[src/sbt_pkg.sv]
package sbt_pkg;

  localparam int LINE_BITS_DEF = 20;

  typedef enum logic [3:0] {
    M_IDLE,
    M_OP,
    M_IDENT,
    M_NUMBER,
    M_STRING,
    M_ESC,
    M_LINEC,
    M_BLOCK,
    M_STAR
  } lex_mode_t;

  typedef logic [3:0] op_idx_t;

  localparam op_idx_t OP_NONE  = 4'd0;
  localparam op_idx_t OP_SLASH = 4'd8;
  localparam op_idx_t OP_MAX   = 4'd10;

  localparam logic [5:0] K_EOF      = 6'd0;
  localparam logic [5:0] K_SEMI     = 6'd1;
  localparam logic [5:0] K_COMMA    = 6'd2;
  localparam logic [5:0] K_DOT      = 6'd3;
  localparam logic [5:0] K_CARET    = 6'd10;
  localparam logic [5:0] K_LPAREN   = 6'd25;
  localparam logic [5:0] K_RPAREN   = 6'd26;
  localparam logic [5:0] K_LBRACK   = 6'd27;
  localparam logic [5:0] K_RBRACK   = 6'd28;
  localparam logic [5:0] K_LBRACE   = 6'd29;
  localparam logic [5:0] K_RBRACE   = 6'd30;
  localparam logic [5:0] K_COLON    = 6'd31;
  localparam logic [5:0] K_STRING   = 6'd32;
  localparam logic [5:0] K_IDENT    = 6'd33;
  localparam logic [5:0] K_NUMBER   = 6'd34;
  localparam logic [5:0] K_KEYWORD0 = 6'd35;
  localparam logic [5:0] K_UNKNOWN  = 6'd44;

  localparam int KW_NUM = 9;
  localparam logic [71:0] KW_STR [KW_NUM] = '{
    "type", "if", "ifn", "int8", "else", "for", "while", "return", "namespace"
  };
  localparam logic [3:0] KW_LEN [KW_NUM] = '{
    4'd4, 4'd2, 4'd3, 4'd4, 4'd4, 4'd3, 4'd5, 4'd6, 4'd9
  };

  localparam int FIFO_DEPTH = 4;
  localparam int FIFO_AW    = 2;

  typedef struct packed {
    logic [5:0] kind;
    logic       is_text;
    logic [7:0] text;
  } res_t;

  typedef struct packed {
    logic [1:0] n;
    res_t       r0;
    res_t       r1;
  } push_t;

  function automatic res_t tok(input logic [5:0] kind);
    res_t r;
    r.kind    = kind;
    r.is_text = 1'b0;
    r.text    = 8'h00;
    return r;
  endfunction

  function automatic res_t txt(input logic [7:0] b);
    res_t r;
    r.kind    = K_EOF;
    r.is_text = 1'b1;
    r.text    = b;
    return r;
  endfunction

  function automatic logic is_alpha(input logic [7:0] c);
    return (c >= "a" && c <= "z") || (c >= "A" && c <= "Z") || c == "_";
  endfunction

  function automatic logic is_digit(input logic [7:0] c);
    return c >= "0" && c <= "9";
  endfunction

  function automatic logic is_space(input logic [7:0] c);
    return c == " " || (c >= 8'h09 && c <= 8'h0D);
  endfunction

  function automatic op_idx_t op_index(input logic [7:0] c);
    op_idx_t r;
    unique case (c)
      "=":     r = 4'd1;
      "&":     r = 4'd2;
      "|":     r = 4'd3;
      "!":     r = 4'd4;
      "+":     r = 4'd5;
      "-":     r = 4'd6;
      "*":     r = 4'd7;
      "/":     r = 4'd8;
      "<":     r = 4'd9;
      ">":     r = 4'd10;
      default: r = OP_NONE;
    endcase
    return r;
  endfunction

  function automatic logic [7:0] op_second(input op_idx_t i);
    logic [7:0] r;
    unique case (i)
      4'd2:    r = "&";
      4'd3:    r = "|";
      default: r = "=";
    endcase
    return r;
  endfunction

  // two-char kind is the one-char kind minus one
  function automatic logic [5:0] op_one(input op_idx_t i);
    logic [5:0] r;
    unique case (i)
      4'd1:    r = 6'd5;
      4'd2:    r = 6'd7;
      4'd3:    r = 6'd9;
      default: r = 6'({2'b00, i}) + 6'({2'b00, i}) + 6'd4;
    endcase
    return r;
  endfunction

  function automatic logic [5:0] op_two(input op_idx_t i);
    return op_one(i) - 6'd1;
  endfunction

  // {known, byte}
  function automatic logic [8:0] esc_byte(input logic [7:0] c);
    logic [8:0] r;
    unique case (c)
      "n":     r = {1'b1, 8'h0A};
      "t":     r = {1'b1, 8'h09};
      8'h22:   r = {1'b1, 8'h22};
      8'h5C:   r = {1'b1, 8'h5C};
      "v":     r = {1'b1, 8'h0B};
      "r":     r = {1'b1, 8'h0D};
      "f":     r = {1'b1, 8'h0C};
      "0":     r = {1'b1, 8'h00};
      default: r = {1'b0, 8'h00};
    endcase
    return r;
  endfunction

endpackage

[src/sbt_if.sv]
interface sbt_in_if;
  logic       valid;
  logic       ready;
  logic [7:0] src_byte;

  modport source (output valid, output src_byte, input ready);
  modport sink (input valid, input src_byte, output ready);
endinterface

interface sbt_out_if import sbt_pkg::*; #(parameter int LINE_BITS = LINE_BITS_DEF);
  logic                 valid;
  logic                 ready;
  logic [5:0]           token_kind;
  logic                 is_text;
  logic [7:0]           text_byte;
  logic [LINE_BITS-1:0] line_number;
  logic                 last;

  modport source (output valid, output token_kind, output is_text, output text_byte,
                  output line_number, output last, input ready);
  modport sink (input valid, input token_kind, input is_text, input text_byte,
                input line_number, input last, output ready);
endinterface

[src/sbt_lex_core.sv]
module sbt_lex_core import sbt_pkg::*; #(
  parameter int LINE_BITS = LINE_BITS_DEF
) (
  input  logic                 clk,
  input  logic                 rst_n,
  input  logic                 step,
  input  logic [7:0]           c,
  output push_t                push,
  output logic [LINE_BITS-1:0] line
);

  localparam logic [LINE_BITS-1:0] LINE_MAX = {LINE_BITS{1'b1}};
  localparam logic [LINE_BITS-1:0] LINE_ONE = LINE_BITS'(1);

  lex_mode_t            mode_r, mode_nxt;
  op_idx_t              pend_r, pend_nxt;
  logic [KW_NUM-1:0]    mask_r, mask_nxt;
  logic [3:0]           len_r, len_nxt;
  logic                 dot_r, dot_nxt;
  logic [LINE_BITS-1:0] line_r, line_nxt;

  logic              pre_v, st_v, do_start, clear;
  res_t              pre, st;
  logic [KW_NUM-1:0] kw_hit, feed_mask;
  logic [3:0]        base_len, feed_len;
  logic [5:0]        ident_kind;
  logic [8:0]        esc;
  op_idx_t           c_op;
  logic              pend_ok, alnum;

  assign c_op    = op_index(c);
  assign esc     = esc_byte(c);
  assign alnum   = is_alpha(c) || is_digit(c);
  assign pend_ok = pend_r != OP_NONE && pend_r <= OP_MAX;

  // keyword match, continuing an identifier or starting a fresh one
  assign base_len = (mode_r == M_IDENT) ? len_r : 4'd0;

  always_comb begin
    logic [3:0] pos;
    for (int k = 0; k < KW_NUM; k++) begin
      pos       = (base_len < KW_LEN[k]) ? KW_LEN[k] - 4'd1 - base_len : 4'd0;
      kw_hit[k] = (base_len < KW_LEN[k]) && (KW_STR[k][pos*8 +: 8] == c);
    end
  end

  assign feed_mask = ((mode_r == M_IDENT) ? mask_r : {KW_NUM{1'b1}}) & kw_hit;
  assign feed_len  = (base_len == 4'd15) ? 4'd15 : base_len + 4'd1;

  always_comb begin
    ident_kind = K_IDENT;
    for (int k = KW_NUM - 1; k >= 0; k--) begin
      if (mask_r[k] && KW_LEN[k] == len_r) ident_kind = K_KEYWORD0 + 6'(k);
    end
  end

  // results from the current mode
  always_comb begin
    pre_v    = 1'b0;
    pre      = tok(K_EOF);
    do_start = 1'b0;
    unique case (mode_r)
      M_IDLE: do_start = 1'b1;
      M_OP: begin
        if (!pend_ok) begin
          do_start = 1'b1;
        end else if (pend_r == OP_SLASH && (c == "/" || c == "*")) begin
          pre_v = 1'b0;
        end else if (c == op_second(pend_r)) begin
          pre_v = 1'b1;
          pre   = tok(op_two(pend_r));
        end else begin
          pre_v    = 1'b1;
          pre      = tok(op_one(pend_r));
          do_start = 1'b1;
        end
      end
      M_IDENT: begin
        pre_v = 1'b1;
        if (alnum) begin
          pre = txt(c);
        end else begin
          pre      = tok(ident_kind);
          do_start = 1'b1;
        end
      end
      M_NUMBER: begin
        if (is_digit(c)) begin
          pre_v = 1'b1;
          pre   = txt(c);
        end else if (c == ".") begin
          pre_v = !dot_r;
          pre   = txt(c);
        end else begin
          pre_v    = 1'b1;
          pre      = tok(K_NUMBER);
          do_start = 1'b1;
        end
      end
      M_STRING: begin
        if (c == 8'h22) begin
          pre_v = 1'b1;
          pre   = tok(K_STRING);
        end else if (c == 8'h5C) begin
          pre_v = 1'b0;
        end else if (c == 8'h00) begin
          pre_v    = 1'b1;
          pre      = tok(K_STRING);
          do_start = 1'b1;
        end else begin
          pre_v = 1'b1;
          pre   = txt(c);
        end
      end
      M_ESC: begin
        if (c == 8'h00) begin
          pre_v    = 1'b1;
          pre      = tok(K_STRING);
          do_start = 1'b1;
        end else begin
          pre_v = esc[8];
          pre   = txt(esc[7:0]);
        end
      end
      M_LINEC, M_BLOCK, M_STAR: do_start = (c == 8'h00);
      default: do_start = 1'b1;
    endcase
  end

  // result of a byte that arrives between tokens
  always_comb begin
    st_v = do_start;
    st   = tok(K_UNKNOWN);
    priority if (c_op != OP_NONE) begin
      st_v = 1'b0;
    end else if (is_alpha(c) || is_digit(c)) begin
      st = txt(c);
    end else if (is_space(c) || c == 8'h22) begin
      st_v = 1'b0;
    end else begin
      unique case (c)
        8'h00:   st = tok(K_EOF);
        ";":     st = tok(K_SEMI);
        ",":     st = tok(K_COMMA);
        ".":     st = tok(K_DOT);
        "^":     st = tok(K_CARET);
        "(":     st = tok(K_LPAREN);
        ")":     st = tok(K_RPAREN);
        "[":     st = tok(K_LBRACK);
        "]":     st = tok(K_RBRACK);
        "{":     st = tok(K_LBRACE);
        "}":     st = tok(K_RBRACE);
        ":":     st = tok(K_COLON);
        default: st = tok(K_UNKNOWN);
      endcase
    end
  end

  assign clear = do_start && c == 8'h00;

  // next state
  always_comb begin
    mode_nxt = mode_r;
    pend_nxt = pend_r;
    mask_nxt = mask_r;
    len_nxt  = len_r;
    dot_nxt  = dot_r;
    unique case (mode_r)
      M_OP: begin
        pend_nxt = OP_NONE;
        mode_nxt = M_IDLE;
        if (pend_r == OP_SLASH && c == "/") mode_nxt = M_LINEC;
        if (pend_r == OP_SLASH && c == "*") mode_nxt = M_BLOCK;
      end
      M_IDENT: begin
        if (alnum) begin
          mask_nxt = feed_mask;
          len_nxt  = feed_len;
        end
      end
      M_NUMBER: if (c == ".") dot_nxt = 1'b1;
      M_STRING: begin
        if (c == 8'h22) mode_nxt = M_IDLE;
        else if (c == 8'h5C) mode_nxt = M_ESC;
      end
      M_ESC:   mode_nxt = M_STRING;
      M_LINEC: if (c == 8'h0A) mode_nxt = M_IDLE;
      M_BLOCK: if (c == "*") mode_nxt = M_STAR;
      M_STAR: begin
        if (c == "/") mode_nxt = M_IDLE;
        else if (c != "*") mode_nxt = M_BLOCK;
      end
      default: mode_nxt = mode_r;
    endcase

    if (do_start) begin
      mode_nxt = M_IDLE;
      priority if (c_op != OP_NONE) begin
        pend_nxt = c_op;
        mode_nxt = M_OP;
      end else if (is_alpha(c)) begin
        mode_nxt = M_IDENT;
        mask_nxt = feed_mask;
        len_nxt  = feed_len;
      end else if (is_digit(c)) begin
        mode_nxt = M_NUMBER;
        dot_nxt  = 1'b0;
      end else if (c == 8'h22) begin
        mode_nxt = M_STRING;
      end else if (clear) begin
        pend_nxt = OP_NONE;
        mask_nxt = {KW_NUM{1'b1}};
        len_nxt  = 4'd0;
        dot_nxt  = 1'b0;
      end else begin
        mode_nxt = M_IDLE;
      end
    end
  end

  always_comb begin
    line_nxt = line_r;
    if (clear) line_nxt = LINE_ONE;
    else if (c == 8'h0A && line_r != LINE_MAX) line_nxt = line_r + LINE_ONE;
  end

  always_ff @(posedge clk) begin
    if (!rst_n) begin
      mode_r <= M_IDLE;
      pend_r <= OP_NONE;
      mask_r <= {KW_NUM{1'b1}};
      len_r  <= 4'd0;
      dot_r  <= 1'b0;
      line_r <= LINE_ONE;
    end else if (step) begin
      mode_r <= mode_nxt;
      pend_r <= pend_nxt;
      mask_r <= mask_nxt;
      len_r  <= len_nxt;
      dot_r  <= dot_nxt;
      line_r <= line_nxt;
    end
  end

  assign push.n  = {pre_v & st_v, pre_v ^ st_v};
  assign push.r0 = pre_v ? pre : st;
  assign push.r1 = st;
  assign line    = line_r;

endmodule

[src/sbt_res_fifo.sv]
module sbt_res_fifo import sbt_pkg::*; #(
  parameter int LINE_BITS = LINE_BITS_DEF
) (
  input  logic                 clk,
  input  logic                 rst_n,
  input  logic                 push_en,
  input  push_t                push,
  input  logic [LINE_BITS-1:0] push_line,
  output logic                 room,
  output logic                 out_valid,
  input  logic                 out_ready,
  output res_t                 out_res,
  output logic [LINE_BITS-1:0] out_line,
  output logic                 out_last
);

  res_t                 res_q  [FIFO_DEPTH];
  logic [LINE_BITS-1:0] line_q [FIFO_DEPTH];
  logic                 last_q [FIFO_DEPTH];

  logic [FIFO_AW-1:0] wr_r, rd_r, wr_p1;
  logic [FIFO_AW:0]   cnt_r, cnt_nxt, push_n;
  logic               pop;

  assign pop    = out_valid && out_ready;
  assign push_n = push_en ? {{(FIFO_AW - 1){1'b0}}, push.n} : '0;
  assign wr_p1  = wr_r + FIFO_AW'(1);

  assign cnt_nxt = cnt_r + push_n - {{FIFO_AW{1'b0}}, pop};

  always_ff @(posedge clk) begin
    if (!rst_n) begin
      wr_r  <= '0;
      rd_r  <= '0;
      cnt_r <= '0;
    end else begin
      wr_r  <= wr_r + push_n[FIFO_AW-1:0];
      rd_r  <= rd_r + {{(FIFO_AW - 1){1'b0}}, pop};
      cnt_r <= cnt_nxt;
    end
  end

  always_ff @(posedge clk) begin
    if (push_en && push.n != 2'd0) begin
      res_q[wr_r]  <= push.r0;
      line_q[wr_r] <= push_line;
      last_q[wr_r] <= push.n == 2'd1;
    end
    if (push_en && push.n == 2'd2) begin
      res_q[wr_p1]  <= push.r1;
      line_q[wr_p1] <= push_line;
      last_q[wr_p1] <= 1'b1;
    end
  end

  assign room      = cnt_r <= (FIFO_AW + 1)'(FIFO_DEPTH - 2);
  assign out_valid = cnt_r != '0;
  assign out_res   = res_q[rd_r];
  assign out_line  = line_q[rd_r];
  assign out_last  = last_q[rd_r];

endmodule

[src/source_byte_tokenizer_unit.sv]
// A result is registered in the result queue when its source byte is accepted.
// Throughput: one byte per cycle while each byte gives at most one result and the
// output is not stalled; two results of one byte leave in turn by the single port.
// A four-entry result queue decouples the sides; in_ready needs two free entries.
// Reset (rst_n low, synchronous): lexer idle, line count one, queue empty.
module source_byte_tokenizer_unit import sbt_pkg::*; #(
  parameter int LINE_BITS = LINE_BITS_DEF
) (
  input logic      clk,
  input logic      rst_n,
  sbt_in_if.sink   in_chan,
  sbt_out_if.source out_chan
);

  push_t                push;
  logic [LINE_BITS-1:0] line;
  logic                 room, step;
  res_t                 out_res;

  assign step          = in_chan.valid && room;
  assign in_chan.ready = room;

  sbt_lex_core #(.LINE_BITS(LINE_BITS)) u_core (
    .clk   (clk),
    .rst_n (rst_n),
    .step  (step),
    .c     (in_chan.src_byte),
    .push  (push),
    .line  (line)
  );

  sbt_res_fifo #(.LINE_BITS(LINE_BITS)) u_fifo (
    .clk       (clk),
    .rst_n     (rst_n),
    .push_en   (step),
    .push      (push),
    .push_line (line),
    .room      (room),
    .out_valid (out_chan.valid),
    .out_ready (out_chan.ready),
    .out_res   (out_res),
    .out_line  (out_chan.line_number),
    .out_last  (out_chan.last)
  );

  assign out_chan.token_kind = out_res.kind;
  assign out_chan.is_text    = out_res.is_text;
  assign out_chan.text_byte  = out_res.text;

endmodule

[src/flat_wrapper.sv]
// flat-port wrapper written by rule: the top's interface ports become plain ports
module source_byte_tokenizer_unit_flat import sbt_pkg::*;
#(
  parameter int LINE_BITS = LINE_BITS_DEF
)
  (clk, rst_n, in_chan_valid, in_chan_src_byte, in_chan_ready, out_chan_valid, out_chan_token_kind, out_chan_is_text, out_chan_text_byte, out_chan_line_number, out_chan_last, out_chan_ready);
  sbt_in_if in_chan_i ();
  sbt_out_if #(.LINE_BITS(LINE_BITS)) out_chan_i ();
  input logic clk;
  input logic rst_n;
  input wire logic [$bits(in_chan_i.valid)-1:0] in_chan_valid;
  input wire logic [$bits(in_chan_i.src_byte)-1:0] in_chan_src_byte;
  output wire logic [$bits(in_chan_i.ready)-1:0] in_chan_ready;
  output wire logic [$bits(out_chan_i.valid)-1:0] out_chan_valid;
  output wire logic [$bits(out_chan_i.token_kind)-1:0] out_chan_token_kind;
  output wire logic [$bits(out_chan_i.is_text)-1:0] out_chan_is_text;
  output wire logic [$bits(out_chan_i.text_byte)-1:0] out_chan_text_byte;
  output wire logic [$bits(out_chan_i.line_number)-1:0] out_chan_line_number;
  output wire logic [$bits(out_chan_i.last)-1:0] out_chan_last;
  input wire logic [$bits(out_chan_i.ready)-1:0] out_chan_ready;
  assign in_chan_i.valid = in_chan_valid;
  assign in_chan_i.src_byte = in_chan_src_byte;
  assign in_chan_ready = in_chan_i.ready;
  assign out_chan_valid = out_chan_i.valid;
  assign out_chan_token_kind = out_chan_i.token_kind;
  assign out_chan_is_text = out_chan_i.is_text;
  assign out_chan_text_byte = out_chan_i.text_byte;
  assign out_chan_line_number = out_chan_i.line_number;
  assign out_chan_last = out_chan_i.last;
  assign out_chan_i.ready = out_chan_ready;
  source_byte_tokenizer_unit #(.LINE_BITS(LINE_BITS)) u_core (.clk(clk), .rst_n(rst_n), .in_chan(in_chan_i), .out_chan(out_chan_i));
endmodule
[config.mk]
export PLATFORM = sky130hd
export DESIGN_NAME = source_byte_tokenizer_unit_flat
export DESIGN_NICKNAME = d
export VERILOG_FILES = /design/src/sbt_pkg.sv /design/src/sbt_if.sv /design/src/sbt_lex_core.sv /design/src/sbt_res_fifo.sv /design/src/source_byte_tokenizer_unit.sv /design/src/flat_wrapper.sv
export SDC_FILE = /design/constraint.sdc
export NUM_CORES = 1
export LEC_CHECK = 0
export BUFFER_PORTS_ARGS = -buffer_cell sky130_fd_sc_hd__buf_2
export CAP_MARGIN = 40
export CORE_UTILIZATION = 30
export CTS_BUF_LIST = sky130_fd_sc_hd__clkbuf_4 sky130_fd_sc_hd__clkbuf_8 sky130_fd_sc_hd__clkbuf_16
export DETAILED_ROUTE_END_ITERATION = 12
export PLACE_DENSITY = 0.52
export REMOVE_ABC_BUFFERS = 1
export SYNTH_ARGS = -nofsm -noshare
export SYNTH_HDL_FRONTEND = slang
export SYNTH_SLANG_ARGS = --single-unit
[constraint.sdc]
create_clock -name clk -period 11.7 [get_ports clk]
set_input_delay 1.17 -clock clk [delete_from_list [all_inputs] [get_ports clk]]
set_output_delay 1.17 -clock clk [all_outputs]
set_load 0.1 [all_outputs]
# After elaboration in Yosys (flattened, before gate mapping)

Memory sizes are Yosys's and may differ from the RTL's. A register that Yosys moved wholly into a read port is not among the register bits.
Index checks and enable logic that the tools add are counted.

Multiplexer cells: 121
Equal/unequal tests: 69
Bitwise operators: 3
Reduce and logical (&&, ||, !) cells: 49
$lt $le $gt $ge: 16
Shifts and indexed selects: 9
Add/subtract/negate cells: 16

Operators by type and width:

| cell                    | number |
|---|---|
| $shiftx 72x8->8 const A | 9 |
| $mux 15                 | 14 |
| $pmux 15 s12            | 1 |
| $eq 8x6->1 const B      | 18 |
| $mux 4                  | 32 |
| $eq 8x7->1 const B      | 13 |
| $mux 9                  | 9 |
| $eq 8x8->1              | 10 |
| $pmux 15 s5             | 1 |
| $mux 6                  | 12 |
| $pmux 9 s8              | 1 |
| $mux 20                 | 2 |
| $pmux 4 s10             | 1 |
| $logic_and 1x1->1       | 32 |
| $mux 1                  | 31 |
| $mux 8                  | 3 |
| $pmux 4 s6              | 1 |
| $add 20x1->20 const B   | 1 |
| $ne 20x20->1 const B    | 1 |
| $pmux 6 s3              | 1 |
| $eq 4x2->1 const B      | 4 |
| $eq 4x3->1 const B      | 4 |
| $ge 8x7->1 const B      | 2 |
| $le 8x7->1 const B      | 2 |
| 51 further kinds        | 78 |

Input bits: 12
RAM bits: 144
Output and inout bits: 38
Word-level logic and storage cells: 295
Register bits after elaboration: 49
Memories: 3

Memories:

| memory               | depth | bits a word | rd ports | clocked after memory_dff | write ports | line               | RTL |
|---|---|---|---|---|---|---|---|
| u_core.u_fifo.line_q | 4     | 20          | 1        | 1                        | 2           | sbt_res_fifo.sv:18 | `logic [LINE_BITS-1:0] line_q [FIFO_DEPTH];` |
| u_core.u_fifo.res_q  | 4     | 15          | 1        | 1                        | 2           | sbt_res_fifo.sv:17 | `res_t res_q [FIFO_DEPTH];` |
| u_core.u_fifo.last_q | 4     | 1           | 1        | 1                        | 2           | sbt_res_fifo.sv:19 | `logic last_q [FIFO_DEPTH];` |

# Longest topological paths before layout

Depth after elaboration: 19
Gate-level depth with buffers: 19
Gate-level depth less buffers: 17

# Modules after synthesis

From an unflattened synthesis, not the netlist that was laid out.

Cell total of the unflattened synthesis: 1136
Area total of the unflattened synthesis: 12127.9 µm²

Modules (own cells, without submodules):

| module                     | seq. area each (µm²) | area an instance (µm²) | cells an instance | instances |
|---|---|---|---|---|
| sbt_res_fifo               | 4424.2               | 6536.3                 | 333               | 1 |
| sbt_lex_core               | 840.8                | 5585.4                 | 802               | 1 |
| source_byte_tokenizer_unit | 0.0                  | 6.3                    | 1                 | 1 |

# Worst setup path before layout

Ideal clock, no wire load.

Path type: input-to-reg
Start: input port in_chan_src_byte[0]
End: memory u_core.u_fifo.line_q[0][0] (netlist bit), enable pin
Stages: 10
Data required time: 11224 ps
Setup time: 476 ps
Setup slack: 5048 ps
Buffers on the path: 1
Arrival time: 6176 ps
Path through: buf_6 > or4_4 > o221a_4 > a211oi_4 > a2111o_1 > o21ai_1 > a311o_1 > ha_1 > or3_1 > o21ai_0

RTL lines:

| what               | line               | RTL |
|---|---|---|
| start: declaration | flat_wrapper.sv:12 | `input wire logic [$bits(in_chan_i.src_byte)-1:0] in_chan_src_byte;` |
| end: declaration   | sbt_res_fifo.sv:18 |  |

==> metrics.cfg <==
[sta]
relSlewSlack = 0.314
fin_crit_sh = 0.471
tns_ns = 0
worst_pin_slew_ns = 1.03
fmax_mhz = 181
setup_viol = 0
final_max_slew_viol_count = 0
grt_setup_unrepaired = no
fin_skew_ns = 0.0134
hold_viol_final = 0
fin_crit_ns = 5.51

[detailed_routing]
via_per_inst = 5.58
drtIter0Drc = 932
post_drt_wl_per_cell_um = 20.2
route.detailed.drc = 0
route.vias.total = 9394
postRouteAntennaNets = 0
totalWireLength_um = 34000
drt-pass1-iter-count = 6

[critical_path]
crit_required_ns = 11.77
crit_arrival_ns = 5.59
critPathMaxFanout = 41
critical_path.cell_chain = buf_2 > or4b_1 > nor2_1 > nor4_1 > a2111o_1 > o21ai_1 > a311o_1 > inv_1 > ha_1 > and3_1 > inv_1 > nor2_1 > nand2_1 > o21ai_4 > buf_4
path_buf_inv = 4
r2r_end = u_core.u_fifo.res_q[2][4]
ff2ff_path_depth = 14
cp-start-kind = primary input
cpMaxStageDelayCell = buf_2
cp_top_family = simple AND/OR/NAND/NOR gates
setup.worst_path.end_class = register
r2r-start = u_core.u_core.mode_r[2]
path_class = in2reg
slowest_delay_ns = 0.66
rrSetupSlack_ns = 7.02

[cells_and_area]
layoutNonFillerInstCount = 1685
post-route-util = 0.342
fin_nets = 1199
antennaDiodeCount = 0
area_growth_pct = 11.6
design_area_um2 = 13300
layout-drive-gt1-share = 0.151

[die]
die_w_um = 201
std_cell_rows = 72
fp.dieArea_um2 = 40400
pin_count = 50
start_util = 0.306
core_area_um2 = 38800
die_h_um = 201

[logic_synthesis]
yosys-top-cells-area = edfxtp_1 35%, dfxtp_1 8.9%, mux4_2 6.8%
synthArstFlopShare = 0
synth_top_area_frac = 0.354
ys_top_cells_by_count = 140 x edfxtp_1, 89 x a21oi_1, 87 x nor2_1, 66 x nand2_1, 63 x clkbuf_1
synth-seq-cells = 193
syn_inst = 1151
synthDistinctLibCells = 93
synth-seq-area-share = 0.443
ys.flop_type = edfxtp_1
syn_area_per_cell_um2 = 10.3
yosys_warnings = 0
synth.largest_area_cell = edfxtp_1
synth_edf_count = 140
synth.cell_area_um2 = 11900
yosysMostFrequentCell = edfxtp_1

[global_routing]
top_usage_layer = met2
use_met1 = 0.235
overflow = 0
grtUsageMet3 = 0.0297
grt_max_degree = 51
track_usage = 0.168
antenna_found_initial = 0
grt_pass1_wl_um = 53000
grt_pass1_vias = 8887
grt.met2_usage = 0.263

[power]
power.density_nw_per_um2 = 196
peakVddDrop_mv = 0.118
p_leak_nw = 4.44

[clock_tree]
h-tree-depth = 4
cts_inserted_buffers = 17
clk_pin_slew_ns = 0.07
clk-insertion-delay-late_ns = 0.45
cts_sinks = 193
cts_buffer_depth = 2
cts_setup_buffers = 0
ctsHoldBuffers = 0
cts_root_buf = clkbuf_16
cts_tree = done
postCtsResizedCells = 0

[placement]
placed_cells = 1653
gp_congestion = 0.918
placed_cell_area_um2 = 12600
io_buffers = 49
dpl.hpwl_um = 23700

[min_path]
hold_class = reg2reg
whs_endpoint = u_core.u_fifo.last_q[2]
hold_path.startpoint = u_core.u_fifo.last_q[2]
hold_depth = 2

[flow_run]
drv_cap = 0

[run_status]
outcome = finished, final reports clean

-- how the worst max path moves through the flow --
stage	slack [ns]	startpoint	depth (start not counted)	end
4_1_cts	6.23	in_chan_src_byte[4]	15	u_core.u_fifo.res_q[2][4]
3_3_place_gp	5.93	in_chan_src_byte[4]	15	u_core.u_fifo.line_q[2][15]
2_1_floorplan	5.17	in_chan_src_byte[0]	9	u_core.u_fifo.line_q[0][0]
6_report	6.19	in_chan_src_byte[4]	15	u_core.u_fifo.res_q[2][4]
5_1_grt	5.85	in_chan_src_byte[4]	15	u_core.u_fifo.res_q[2][1]
3_5_place_dp	5.80	in_chan_src_byte[4]	15	u_core.u_fifo.line_q[2][15]
-- sequential cells by signal (all words and copies together) (netlist names) --
name	cells
u_core.u_core.line	20
u_core.u_core.mask_r	9
u_core.u_core.len_r	4
u_core.u_fifo.cnt_r	3
u_core.u_core.pend_r	4
u_core.u_core.dot_r	1
u_core.u_fifo.res_q	60
u_core.u_fifo.line_q	80
u_core.u_fifo.rd_r	2
u_core.u_fifo.last_q	4
u_core.u_fifo.wr_r	2
u_core.u_core.mode_r	4
-- area by class of cell --
| type | count | area (µm²) |
|---|---|---|
| clock inverter | 14 | 191 |
| tap | 518 | 648 |
| inverter | 42 | 158 |
| fill | 3916 | 25600 |
| timing repair buffer | 70 | 409 |
| clock buffer | 18 | 433 |
| multi-input combinational | 830 | 6150 |
| sequential | 193 | 5270 |
-- logic make-up after synthesis --
kind of cell               synth area share
AOI/OAI and AO/OA                     0.173
xor gates and xnor gates             0.0339
adders and majority gates            0.0354
buffers and inverters                0.0429
DFF                                   0.443
muxes                                 0.105
and+or+nand+nor                       0.167
-- routing by layer --
layer	wire length, µm	part of all wire
met1	15600	0.46
met2	15500	0.46
met3	2170	0.064
met4	752	0.022
met5	0	0
-- where the power goes --
part / leakage, nW / internal [W] / switching (W)
sequential: 1.65 / 0.000852 / 0.0000470
clock: 0.301 / 0.000330 / 0.000287
combinational: 2.49 / 0.000255 / 0.000827
total: 4.44 / 0.00144 / 0.00116
-- stage by stage --
stage	worst slack (ns)	power (W)	hold slack, ns
2_1_floorplan	5.17	0.00177	0.449
3_3_place_gp	5.93	0.00200	0.481
3_5_place_dp	5.80	0.00201	0.483
4_1_cts	6.23	0.00262	0.493
5_1_grt	5.85	0.00270	0.509
6_report	6.19	0.00260	0.490
-- cells in the final DEF, fill, tap and decap left out, types with 17 or more instances in the layout --
cell	netlist	layout
clkbuf_16	0	17
mux2i_1	40	40
nand2_1	66	66
xnor2_1	20	20
a21oi_1	89	89
nand4_1	18	18
xor2_1	26	26
nor3_1	30	30
buf_2	12	50
buf_4	0	18
inv_1	39	39
nor2_1	87	86
ha_1	32	32
edfxtp_1	140	140
o21ai_0	43	41
mux4_2	36	36
nand3_1	34	34
dfxtp_1	53	51
-- worst register-to-register path, cell delays in order, from the launching register on --
cell      delay, ns
dfxtp_1        0.55
nor4b_2        0.63
o41ai_2        0.27
o21ai_1        0.26
a2111o_1       0.26
o21ai_1        0.17
a311o_1        0.36
inv_1          0.06
ha_1           0.12
and3_1         0.31
inv_1          0.17
nor2_1         0.18
nand2_1        0.34
o21ai_4        0.15
buf_4          0.47
(Power assumes the default switching activity.)
